**config.mk**
```make
export PLATFORM = sky130hd
export DESIGN_NAME = ppfbc_ctrl
export DESIGN_NICKNAME = d
export VERILOG_FILES = /design/src/hdl/ppfbc_pkg.sv /design/src/hdl/ppfbc_ctrl.sv
export SDC_FILE = /design/constraint.sdc
export NUM_CORES = 1
export LEC_CHECK = 0
export BUFFER_PORTS_ARGS = -buffer_cell sky130_fd_sc_hd__buf_2
export CORE_AREA = 2 2 39 41
export CTS_CLUSTER_SIZE = 25
export DETAILED_ROUTE_END_ITERATION = 6
export DIE_AREA = 0 0 41 43
export GPL_TIMING_DRIVEN = 0
export PLACE_DENSITY = 0.58
export SETUP_SLACK_MARGIN = 0.4
export SLEW_MARGIN = 0
export SYNTH_ARGS = -nofsm -noshare
export SYNTH_HDL_FRONTEND = slang
export SYNTH_SLANG_ARGS = --single-unit
export TNS_END_PERCENT = 10
```
**constraint.sdc**
```tcl
create_clock -name clk -period 2.1 [get_ports clk]
set_input_delay 0.105 -clock clk [delete_from_list [all_inputs] [get_ports clk]]
set_output_delay 0.105 -clock clk [all_outputs]
set_load 0.01 [all_outputs]
```
**src/hdl/ppfbc_pkg.sv**
```systemverilog
package ppfbc_pkg;

    // Defaults for the top-level parameters
    localparam int DEF_TAP_ROWS    = 5;
    localparam int DEF_TAP_COLS    = 5;
    localparam int DEF_NUM_FILTERS = 16;
    localparam int DEF_MAX_ROWS    = 1024;

    // Fixed frame limit and quotient width
    localparam int MAX_COLS = 4096;
    localparam int QUOT_W   = 24;

    // Item kinds
    localparam logic [1:0] KIND_LOAD  = 2'd0;
    localparam logic [1:0] KIND_PIXEL = 2'd1;
    localparam logic [1:0] KIND_PAD   = 2'd2;

    // Register indexes
    localparam logic [1:0] REG_ROWS = 2'd0;
    localparam logic [1:0] REG_COLS = 2'd1;

    localparam int CFG_IDX_W  = 2;
    localparam int CFG_DATA_W = 13;

    typedef struct packed {
        logic [1:0]         kind;
        logic signed [15:0] pixel;
        logic [3:0]         filter_number;
        logic [2:0]         tap_row;
        logic [2:0]         tap_col;
        logic signed [15:0] coefficient;
    } in_item_t;

    typedef struct packed {
        logic signed [23:0] result_value;
        logic [9:0]         out_row;
        logic [11:0]        out_col;
        logic               zero_weight;
        logic               frame_last;
    } out_item_t;

    // Controller to datapath
    typedef struct packed {
        logic take;
        logic center_rd;
        logic filt;
        logic tap_rd;
        logic div_init;
        logic div_step;
        logic out_load;
    } cmd_t;

    // Datapath to controller
    typedef struct packed {
        logic want_emit;
        logic tap_last;
        logic div_last;
        logic out_full;
    } status_t;

endpackage

```
**src/hdl/ppfbc_ctrl.sv**
```systemverilog
module ppfbc_ctrl (
    input  logic               clk,
    input  logic               rst_n,
    input  logic               item_valid,
    output logic               item_ready,
    input  ppfbc_pkg::status_t sts,
    output ppfbc_pkg::cmd_t    cmd
);
    import ppfbc_pkg::*;

    localparam logic [3:0] S_IDLE   = 4'd0;
    localparam logic [3:0] S_DECIDE = 4'd1;
    localparam logic [3:0] S_CENTER = 4'd2;
    localparam logic [3:0] S_FILT   = 4'd3;
    localparam logic [3:0] S_LOOP   = 4'd4;
    localparam logic [3:0] S_DRAIN  = 4'd5;
    localparam logic [3:0] S_DIVI   = 4'd6;
    localparam logic [3:0] S_DIVS   = 4'd7;
    localparam logic [3:0] S_PUT    = 4'd8;

    logic [3:0] state_reg, state_next;
    logic       drain_reg, drain_next;

    assign item_ready = (state_reg == S_IDLE);

    // Next state and commands
    always_comb
    begin
        state_next = state_reg;
        drain_next = drain_reg;
        cmd        = '0;
        unique case (state_reg)
            S_IDLE:
            begin
                if (item_valid)
                begin
                    cmd.take   = 1'b1;
                    state_next = S_DECIDE;
                end
            end
            S_DECIDE:
            begin
                state_next = sts.want_emit ? S_CENTER : S_IDLE;
            end
            S_CENTER:
            begin
                cmd.center_rd = 1'b1;
                state_next    = S_FILT;
            end
            S_FILT:
            begin
                cmd.filt   = 1'b1;
                state_next = S_LOOP;
            end
            S_LOOP:
            begin
                cmd.tap_rd = 1'b1;
                if (sts.tap_last)
                begin
                    drain_next = 1'b0;
                    state_next = S_DRAIN;
                end
            end
            S_DRAIN:
            begin
                drain_next = 1'b1;
                if (drain_reg)
                    state_next = S_DIVI;
            end
            S_DIVI:
            begin
                cmd.div_init = 1'b1;
                state_next   = S_DIVS;
            end
            S_DIVS:
            begin
                cmd.div_step = 1'b1;
                if (sts.div_last)
                    state_next = S_PUT;
            end
            S_PUT:
            begin
                if (!sts.out_full)
                begin
                    cmd.out_load = 1'b1;
                    state_next   = S_IDLE;
                end
            end
            default:
            begin
                state_next = S_IDLE;
            end
        endcase
    end

    always_ff @(posedge clk or negedge rst_n)
    begin
        if (!rst_n)
        begin
            state_reg <= S_IDLE;
            drain_reg <= 1'b0;
        end
        else
        begin
            state_reg <= state_next;
            drain_reg <= drain_next;
        end
    end

endmodule

```
# After elaboration in Yosys (flattened, before gate mapping)
# Index checks and enable logic that the tools add are counted.
# totals
rom_bits,0
n_memories,0
reg_bits,5
latchBits,0
output_inout_bits,8
in_bits,7
mem_bits_rw,0
elab_cells,37
# classes
bitwise,0
n_div,0
n_reduce_logical,4
shift,0
mul,0
magnitude_cmp,0
eq_ne,13
muxes,18
addsub,0
# op_table
operator,n
4-bit case mux with 9 select lines,1
4-bit two-way mux,5
4-bit by 3-bit == test with 1-bit output (second input constant),4
1-bit two-way mux,10
2-bit inequality test (second input constant),5
4-bit by 2-bit == test with 1-bit output (second input constant),2
5-bit AND reduction,1
4-bit by 1-bit == test with 1-bit output (second input constant),1
4-bit == test (second input constant),1
4-bit logical NOT,1
2-bit two-way mux,1
1-bit case mux with 2 select lines,1
2-bit AND reduction,1
2-bit nonzero test,1

# Longest topological paths before layout
# Gate-level depths: netlist (run 1).
# logic_depth
word_depth,3
ltp_mapped,4
depth_no_buf,3

# Worst setup path before layout (run 1)
# No wires, ideal clock.
# synth_timing
path_kind,register -> output
startpoint,reg state_reg[1]
endpoint,out cmd[6] in the netlist's numbering
arrival_ns,1.229
path_stages_with_launch,4
required_ns,1.995
slack_ns,0.766
n_path_buf,1
path_cell_list,dfrtp_1 -> buf_6 -> nor4_1 -> and2_1
# synth_lines
item,line_no,text
"start, declared",ppfbc_ctrl.sv:21,"logic [3:0] state_reg, state_next;"
"start signal, assigned",ppfbc_ctrl.sv:105,state_reg <= state_next;
"end, declared",ppfbc_ctrl.sv:7,output ppfbc_pkg::cmd_t cmd

==> results of run 1 <==
how the worst max path moves through the flow:
stage                     cells after the start  slack (ns)                     start     end
after CTS                                     4        0.57  state_reg[1]$_DFFE_PN0P_  cmd[6]
after global routing                          4        0.49  state_reg[1]$_DFFE_PN0P_  cmd[6]
final                                         4        0.61  state_reg[1]$_DFFE_PN0P_  cmd[6]
after floorplan                               3        0.77  state_reg[1]$_DFFE_PN0P_  cmd[6]
after detailed placement                      4        0.87  state_reg[3]$_DFFE_PN0P_  cmd[6]
after global placement                        4        0.89  state_reg[3]$_DFFE_PN0P_  cmd[6]
through the flow:
step	utilization (%)	hold slack, ns	area [µm²]	setup WS (ns)	power, mW
after floorplan	-	-0.191	337	0.766	0.446
after global placement	30.8	-0.0792	427	0.895	0.542
after detailed placement	30.8	-0.0788	427	0.869	0.545
after CTS	33.5	0.152	463	0.572	0.667
after global routing	33.5	0.161	463	0.490	0.715
final	33.5	0.156	463	0.608	0.656
cell type report:
| type | instances | area (µm²) |
|---|---|---|
| Buffer | 3 | 23.8 |
| Clock buffer | 4 | 26.3 |
| Fill cell | 152 | 921 |
| Inverter | 1 | 3.75 |
| Multi-Input combinational cell | 30 | 184 |
| Sequential cell | 5 | 125 |
| Tap cell | 16 | 20.0 |
| Timing Repair Buffer | 15 | 80.1 |
power breakdown:
part           switching [mW]  total (mW)  internal, mW  leakage, nW
clock                  0.0395       0.111        0.0718       0.0150
sequential             0.0465       0.188         0.141       0.0603
combinational           0.190       0.357         0.166        0.162
worst max-delay path: stages, from the launching register on:
cell and delay (ns):
dfrtp_1 0.37, buf_6 0.14, nor4_1 0.33, and2_1 0.17, buf_2 0.12
logic make-up (layout without fill, tap and decap cells):
logic type / Yosys count / in the layout / synth area share (%)
buffers and inverters: 4 / 23 / 8.18
AND/OR/NAND/NOR: 20 / 20 / 32.7
flip-flops: 5 / 5 / 37.2
multiplexers: 3 / 3 / 8.92
AO/OA/AOI/OAI: 7 / 7 / 13.0
cells in the mapped netlist:
cell type  count
a21oi_1        3
a22o_1         1
nor2b_1        1
nand2_1        4
nor3_1         4
or3_1          1
nand2b_1       1
and4bb_2       1
a211oi_1       1
dfrtp_1        5
nor3b_1        1
inv_2          1
buf_2          1
nand4b_1       1
mux2i_1        3
and2_1         1
nor2_1         4
buf_4          1
nor4_1         1
buf_6          1
o31ai_1        1
o21ai_0        1
routing by layer:
metal | routed length (µm) | track usage (%) | up-vias
li1 | - | - | 180
met1 | 358 | 11.9 | 161
met2 | 350 | 15.6 | 12
met3 | 65 | 6.28 | 0
met4 | 0 | 2.00 | 0
met5 | 0 | 0 | -
repair_timing:
item	CTS	global route
hold buffers	1	0
endpoints found under the hold margin	5	0
endpoints found under the setup margin	0	0
resized for setup	0	0
==> run metrics, run 1 <==
CP endpoint kind=output pin; Setup TNS=0 ns; synthesized flop and latch total=5; Initial DRC Count=7; post-synth top area cell=dfrtp_1; CTS buffer count=3; DRT Pass-1 Iters=4; largest net degree at the start of global routing=11; # placed instances=69; fin crit share=71.1%; P&R area growth vs syn=37.5%; CTS Sinks=5; DIE HEIGHT=43 µm; top cells by area, synth=dfrtp_1 (37%), mux2i_1 (8.9%), nor3_1 (5.9%); mapped cell area=337 µm²; RSZ-0062 raised after global routing=no; # IOs=15; nets=66; initial antenna violation count=0; Detailed Route WL=774 µm; share of layout cells above drive strength 1=37.9%; crit path max fanout=10; Max Clock Skew=0.00744 ns; Power Dens Cells=1420 mW/mm²; Hold Crit Class=in -> reg; Max Freq=670 MHz; post-synthesis cell type count=22; status=finished clean; flip-flop count of the largest register after layout=4; Starting Density=24.3%; Hold Crit Start=sts[2]; GRT overflow=0; Final HPWL DP=563 µm; Hold Path Stages=3; r2r setup slk=0.97 ns; non-filler cells, final=74; R2R Path Start=state_reg[1]$_DFFE_PN0P_; Finish-stage setup viols=0; Syn. warnings=0; required time of the critical path=2.00 ns; Slew Viols, Final=0; vias in the first global route=304; post-CTS setup buffer count=0; Yosys top cell area share=37.2%; Slew @ Worst Pin=0.305 ns; first-pass GRT wire length=1200 µm; Clk Latency, worst-skew pair=0.25 ns; Max-Cap Viols=0; Max VDD drop=0.486 mV; most frequent cells in the layout=buf_2 (15), dfrtp_1 (5), nand2_1 (4), nor2_1 (4), nor3_1 (4); Pleak=0.237 nW; min cycle time layout=1.49 ns; row count=14; die area=0.00176 mm²; DRC=0; CTS max path bufs=2; die width=41 µm; Antenna Nets Post-Route=0; relative slew slack=79.5%; Net Count, Synth=46; Seq/Total Area, Yosys=37.2%; gpl congestion=0.722; syn_area_per_cell=8.63 µm²; H-tree levels=1; # diodes=0; commonest non-fill, non-tap cell in the layout=buf_2; Via Count=353; Hold Vio Cnt, Final=0; Reg2Reg Capture Point=drain_reg$_DFFE_PN0P_; CTS clk-pin slew, worst paths=0.05 ns; crit path DAT=1.39 ns; cell count after synthesis=39; CTS tree=done; WL/cell=10.5 µm; GRT Total Usage=10.3%; Hold Path End=drain_reg$_DFFE_PN0P_; Via density=4.77; Port Buffer Count=14; core area=0.00138 mm²; Reg2Reg Depth=4; clock root buffer master=clkbuf_4; Critical Path Start Type=register; WS Path Type=reg -> out
No activity file was read; power rests on OpenSTA's default activity.
==> run 2: changes to the inputs <==
--- a/config.mk
+++ b/config.mk
@@ -11,7 +11,7 @@
 export DETAILED_ROUTE_END_ITERATION = 6
 export DIE_AREA = 0 0 41 43
 export GPL_TIMING_DRIVEN = 0
-export PLACE_DENSITY = 0.58
+export PLACE_DENSITY = 0.6
 export SETUP_SLACK_MARGIN = 0.4
 export SLEW_MARGIN = 0
 export SYNTH_ARGS = -nofsm -noshare
==> constraint.sdc (replaced) <==
create_clock -name clk -period 1.2 [get_ports clk]
set_input_delay 0.06 -clock clk [delete_from_list [all_inputs] [get_ports clk]]
set_output_delay 0.06 -clock clk [all_outputs]
set_load 0.01 [all_outputs]
==> run metrics, run 2 (synthesis gave the netlist of run 1 again) <==
Max Clock Skew=0.00568 ns (was 0.00744 ns); WL/cell=11.1 µm (was 10.5 µm); DR top layer=met3 (unchanged); crit path max fanout=7 (was 10); # IOs=15 (unchanged); fin crit share=113%; Hold Path Stages=3 (unchanged); GRT overflow=0 (unchanged); final worst-path setup slack=-0.154 ns (was 0.608 ns); CTS max path bufs=2 (unchanged); relative slew slack=85.8% (was 79.5%); share of layout cells above drive strength 1=54.1% (was 37.9%); Max VDD drop=0.735 mV (was 0.486 mV); Final HPWL DP=562 µm (was 563 µm); Hold Vio Cnt, Final=0 (unchanged); DRC=0 (unchanged); Port Buffer Count=14 (unchanged); CP endpoint kind=output pin (unchanged); metal3 WL=44 µm (was 65 µm); Starting Density=24.3% (unchanged); first-pass GRT wire length=1210 µm (was 1200 µm); row count=14 (unchanged); commonest non-fill, non-tap cell in the layout=buf_2 (unchanged); H-tree levels=1 (unchanged); Tot Pwr=1.37 mW (was 0.656 mW); Initial DRC Count=8 (was 7); Max-Cap Viols=0 (unchanged); min cycle time layout=1.35 ns; DRT Pass-1 Iters=3 (was 4); Detailed Route WL=856 µm (was 774 µm); # placed instances=69 (unchanged); die area=0.00176 mm² (unchanged); vias in the first global route=291 (was 304); P&R area growth vs syn=63.9% (was 37.5%); Power Dens Cells=2490 mW/mm² (was 1420 mW/mm²); die width=41 µm (unchanged); Final Util=39.9% (was 33.5%); Critical Path Start Type=register (unchanged); Hold Crit Class=in -> reg (unchanged); CTS Sinks=5 (unchanged); flip-flop count of the largest register after layout=4 (unchanged); pre-CTS WS=0.0831 ns (was 0.869 ns); DIE HEIGHT=43 µm (unchanged); routed wl met2=393 µm (was 350 µm); Slew @ Worst Pin=0.212 ns (was 0.305 ns); WS Path Type=reg -> out (unchanged); Via Count=349 (was 353); clock root buffer master=clkbuf_4 (unchanged); Pleak=0.264 nW (was 0.237 nW); Slew Viols, Final=0 (unchanged); CTS clk-pin slew, worst paths=0.05 ns (about the same); CTS tree=done (unchanged); # diodes=0 (unchanged); non-filler cells, final=77 (was 74); gpl congestion=0.701 (was 0.722); initial antenna violation count=0 (unchanged); Metal-1 WL=417 µm (was 358 µm); Setup TNS=-0.560 ns (was 0 ns); CTS buffer count=3 (unchanged); crit path DAT=1.29 ns (was 1.39 ns); required time of the critical path=1.14 ns (was 2.00 ns); Reg2Reg Depth=5 (was 4); Antenna Nets Post-Route=0 (unchanged); most frequent cells in the layout=buf_2 (12), buf_6 (5), nand2_1 (4), dfrtp_1 (4) (was buf_2 (15), dfrtp_1 (5), nand2_1 (4), nor2_1 (4), nor3_1 (4)); nets=69 (was 66); RSZ-0062 raised after global routing=yes (was no); Finish-stage setup viols=9 (was 0); Clk Latency, worst-skew pair=0.24 ns (was 0.25 ns); GRT Total Usage=10.8% (was 10.3%); largest net degree at the start of global routing=11 (unchanged); Via density=4.53 (was 4.77); core area=0.00138 mm² (unchanged); status=complete, but fails checks (was finished clean); failing checks=setup timing; Max Freq=739 MHz
==> run 2: layer usage <==
metal  track usage [%]  vias to the layer above
met5                 0                        -
met2              15.0                        8
met1              13.4                      157
met4              4.00                        0
met3              6.28                        0
li1                  -                      184
==> run 2: worst max-delay path, cell delays in order (launching register included) <==
cell and delay [ns]:
dfrtp_1 0.38, buf_6 0.13, buf_4 0.15, and4bb_2 0.29, buf_6 0.10
==> run 2: power breakdown <==
group	internal [mW]	total [mW]	leakage (nW)	switching, mW
logic	0.432	0.841	0.190	0.409
registers	0.251	0.337	0.0593	0.0865
clock network	0.126	0.194	0.0150	0.0680
==> run 2: what timing repair did <==
item | in CTS | in global routing
hold endpoints to repair | 5 | 0
setup endpoints to repair | 13 | 13
buffers inserted | 3 | 0
gates resized for setup | 9 | 2
pin swaps | 5 | 2
hold buffers | 1 | 0
==> run 2: final timing paths <==
kind / start / end / slack [ns]
max in group asynchronous: rst_n / state_reg[0]$_DFFE_PN0P_ / 0.88
hold / removal: sts[2] / drain_reg$_DFFE_PN0P_ / 0.12
setup reg to reg: state_reg[2]$_DFFE_PN0P_ / state_reg[0]$_DFFE_PN0P_ / -0.03
setup / recovery: state_reg[2]$_DFFE_PN0P_ / cmd[0] / -0.15
hold reg to reg: drain_reg$_DFFE_PN0P_ / drain_reg$_DFFE_PN0P_ / 0.54
min in group asynchronous: rst_n / drain_reg$_DFFE_PN0P_ / 0.16
==> run 2: cell type report <==
class                           count  area, µm²
Fill cell                         144        832
Multi-Input combinational cell     30        226
Sequential cell                     5        126
Timing Repair Buffer               18        115
Buffer                              3       33.8
Clock buffer                        4       26.3
Tap cell                           16       20.0
Inverter                            1       3.75
==> run 2: per-stage QoR <==
step,hold slack (ns),instance area [µm²]
after global routing,0.132,552
after CTS,0.108,542
after global placement,-0.124,444
after detailed placement,-0.122,444
after floorplan,-0.236,354
final,0.115,552
==> run 3: changes to the inputs <==
--- a/config.mk
+++ b/config.mk
@@ -12,6 +12,7 @@
 export DIE_AREA = 0 0 41 43
 export GPL_TIMING_DRIVEN = 0
 export PLACE_DENSITY = 0.6
+export REMOVE_ABC_BUFFERS = 1
 export SETUP_SLACK_MARGIN = 0.4
 export SLEW_MARGIN = 0
 export SYNTH_ARGS = -nofsm -noshare
==> run metrics, run 3 (synthesis gave the netlist of run 1 again) <==
core area=0.00138 mm² (unchanged); Max VDD drop=1.06 mV (was 0.735 mV); Max Clock Skew=0.000856 ns (was 0.00568 ns); DIE HEIGHT=43 µm (unchanged); RSZ-0062 raised after global routing=yes (unchanged); WS Path Type=reg -> out (unchanged); Clk Latency, worst-skew pair=0.24 ns (about the same); met1 GRT Util=15.8% (was 13.4%); WL/cell=10.9 µm (was 11.1 µm); fin crit share=109% (was 113%); row count=14 (unchanged); Pleak=0.270 nW (was 0.264 nW); Tot Pwr=1.38 mW (was 1.37 mW); DRC=0 (unchanged); Slew @ Worst Pin=0.223 ns (was 0.212 ns); CTS clk-pin slew, worst paths=0.04 ns (was 0.05 ns); most frequent cells in the layout=buf_2 (14), buf_4 (7), nand2_1 (4), nor2_1 (4), dfrtp_2 (4) (was buf_2 (12), buf_6 (5), nand2_1 (4), dfrtp_1 (4)); final worst-path setup slack=-0.108 ns (was -0.154 ns); die width=41 µm (unchanged); required time of the critical path=1.14 ns (about the same); P&R area growth vs syn=63.9% (unchanged); CTS buffer count=3 (unchanged); Via density=4.73 (was 4.53); GRT overflow=0 (unchanged); clock root buffer master=clkbuf_4 (unchanged); crit path DAT=1.25 ns (was 1.29 ns); met3 Track Usage GR=6.28% (unchanged); Starting Density=24.3% (unchanged); commonest non-fill, non-tap cell in the layout=buf_2 (unchanged); Hold Crit Class=in -> reg (unchanged); min cycle time layout=1.31 ns (was 1.35 ns); CTS max path bufs=2 (unchanged); Max Freq=764 MHz (was 739 MHz); Critical Path Start Type=register (unchanged); crit path max fanout=5 (was 7); grt met2 use=17.8% (was 15.0%); Final HPWL DP=537 µm (was 562 µm); share of layout cells above drive strength 1=56.3% (was 54.1%); CP endpoint kind=output pin (unchanged); Slew Viols, Final=0 (unchanged); largest net degree at the start of global routing=12 (was 11); r2r setup slk=-0.01 ns (was -0.03 ns); # IOs=15 (unchanged); Port Buffer Count=14 (unchanged); flip-flop count of the largest register after layout=4 (unchanged); GRT Total Usage=12.7% (was 10.8%); status=complete, but fails checks (unchanged); CTS tree=done (unchanged); Via Count=378 (was 349); die area=0.00176 mm² (unchanged); Initial DRC Count=5 (was 8); Power Dens Cells=2510 mW/mm² (was 2490 mW/mm²); initial antenna violation count=0 (unchanged); gr busiest metal=met2 (unchanged); Detailed Route WL=872 µm (was 856 µm); Max-Cap Viols=0 (unchanged); first-pass GRT wire length=1480 µm (was 1210 µm); nets=72 (was 69); gpl congestion=0.705 (was 0.701); Final Util=39.9% (unchanged); # diodes=0 (unchanged); H-tree levels=1 (unchanged); DRT Pass-1 Iters=7 (was 3); failing checks=setup timing (unchanged); relative slew slack=85.0% (was 85.8%); Antenna Nets Post-Route=0 (unchanged); CTS Sinks=5 (unchanged); Hold Vio Cnt, Final=0 (unchanged); Finish-stage setup viols=6 (was 9); vias in the first global route=362 (was 291)
run 3: metrics by stage:
step	area, µm²	TNS (ns)	setup slack [ns]	hold WS, ns	instances
CTS	526	-0.319	-0.116	0.111	77
detailed placement	403	-0.0304	-0.0304	-0.120	66
floorplan	313	-0.0758	-0.0758	-0.236	36
finish	552	-0.290	-0.108	0.118	80
global placement	403	-0.0360	-0.0360	-0.125	66
global route	552	-0.884	-0.188	0.111	80
run 3: area by class of cell:
cell class / count / area, µm²
Inverter: 1 / 3.75
Fill cell: 147 / 832
Clock buffer: 4 / 26.3
Multi-Input combinational cell: 30 / 216
Sequential cell: 5 / 130
Tap cell: 16 / 20.0
Timing Repair Buffer: 24 / 155
run 3: critical path: stages, from the launching register on:
cell,delay (ns)
dfrtp_2,0.44
nor4_4,0.29
and2_1,0.15
buf_2,0.12
run 3: per-layer routing:
layer | part of all wire [%] | vias to the layer above
met5 | 0 | -
met4 | 1.4 | 0
met3 | 4.6 | 2
met2 | 50 | 13
met1 | 44 | 172
li1 | - | 191
run 3: path summary, 6_finish.rpt:
check	cells past startpoint	end	start
min	3	drain_reg$_DFFE_PN0P_	sts[2]
min reg2reg	1	drain_reg$_DFFE_PN0P_	drain_reg$_DFFE_PN0P_
max in group asynchronous	2	state_reg[0]$_DFFE_PN0P_	rst_n
max reg2reg	4	state_reg[1]$_DFFE_PN0P_	state_reg[2]$_DFFE_PN0P_
min in group asynchronous	2	state_reg[1]$_DFFE_PN0P_	rst_n
max	3	cmd[6]	state_reg[1]$_DFFE_PN0P_
run 3: power breakdown:
| part | internal, mW | switching, mW | total (mW) |
|---|---|---|---|
| Clock | 0.126 | 0.0690 | 0.195 |
| Sequential | 0.258 | 0.158 | 0.416 |
| Combinational | 0.433 | 0.339 | 0.771 |
run 3: timing repair:
action	in CTS	in global routing
pin swaps	3	1
hold endpoints to repair	5	0
resized for setup	10	1
hold buffers	1	0
endpoints found under the setup margin	13	13
setup buffers	6	3
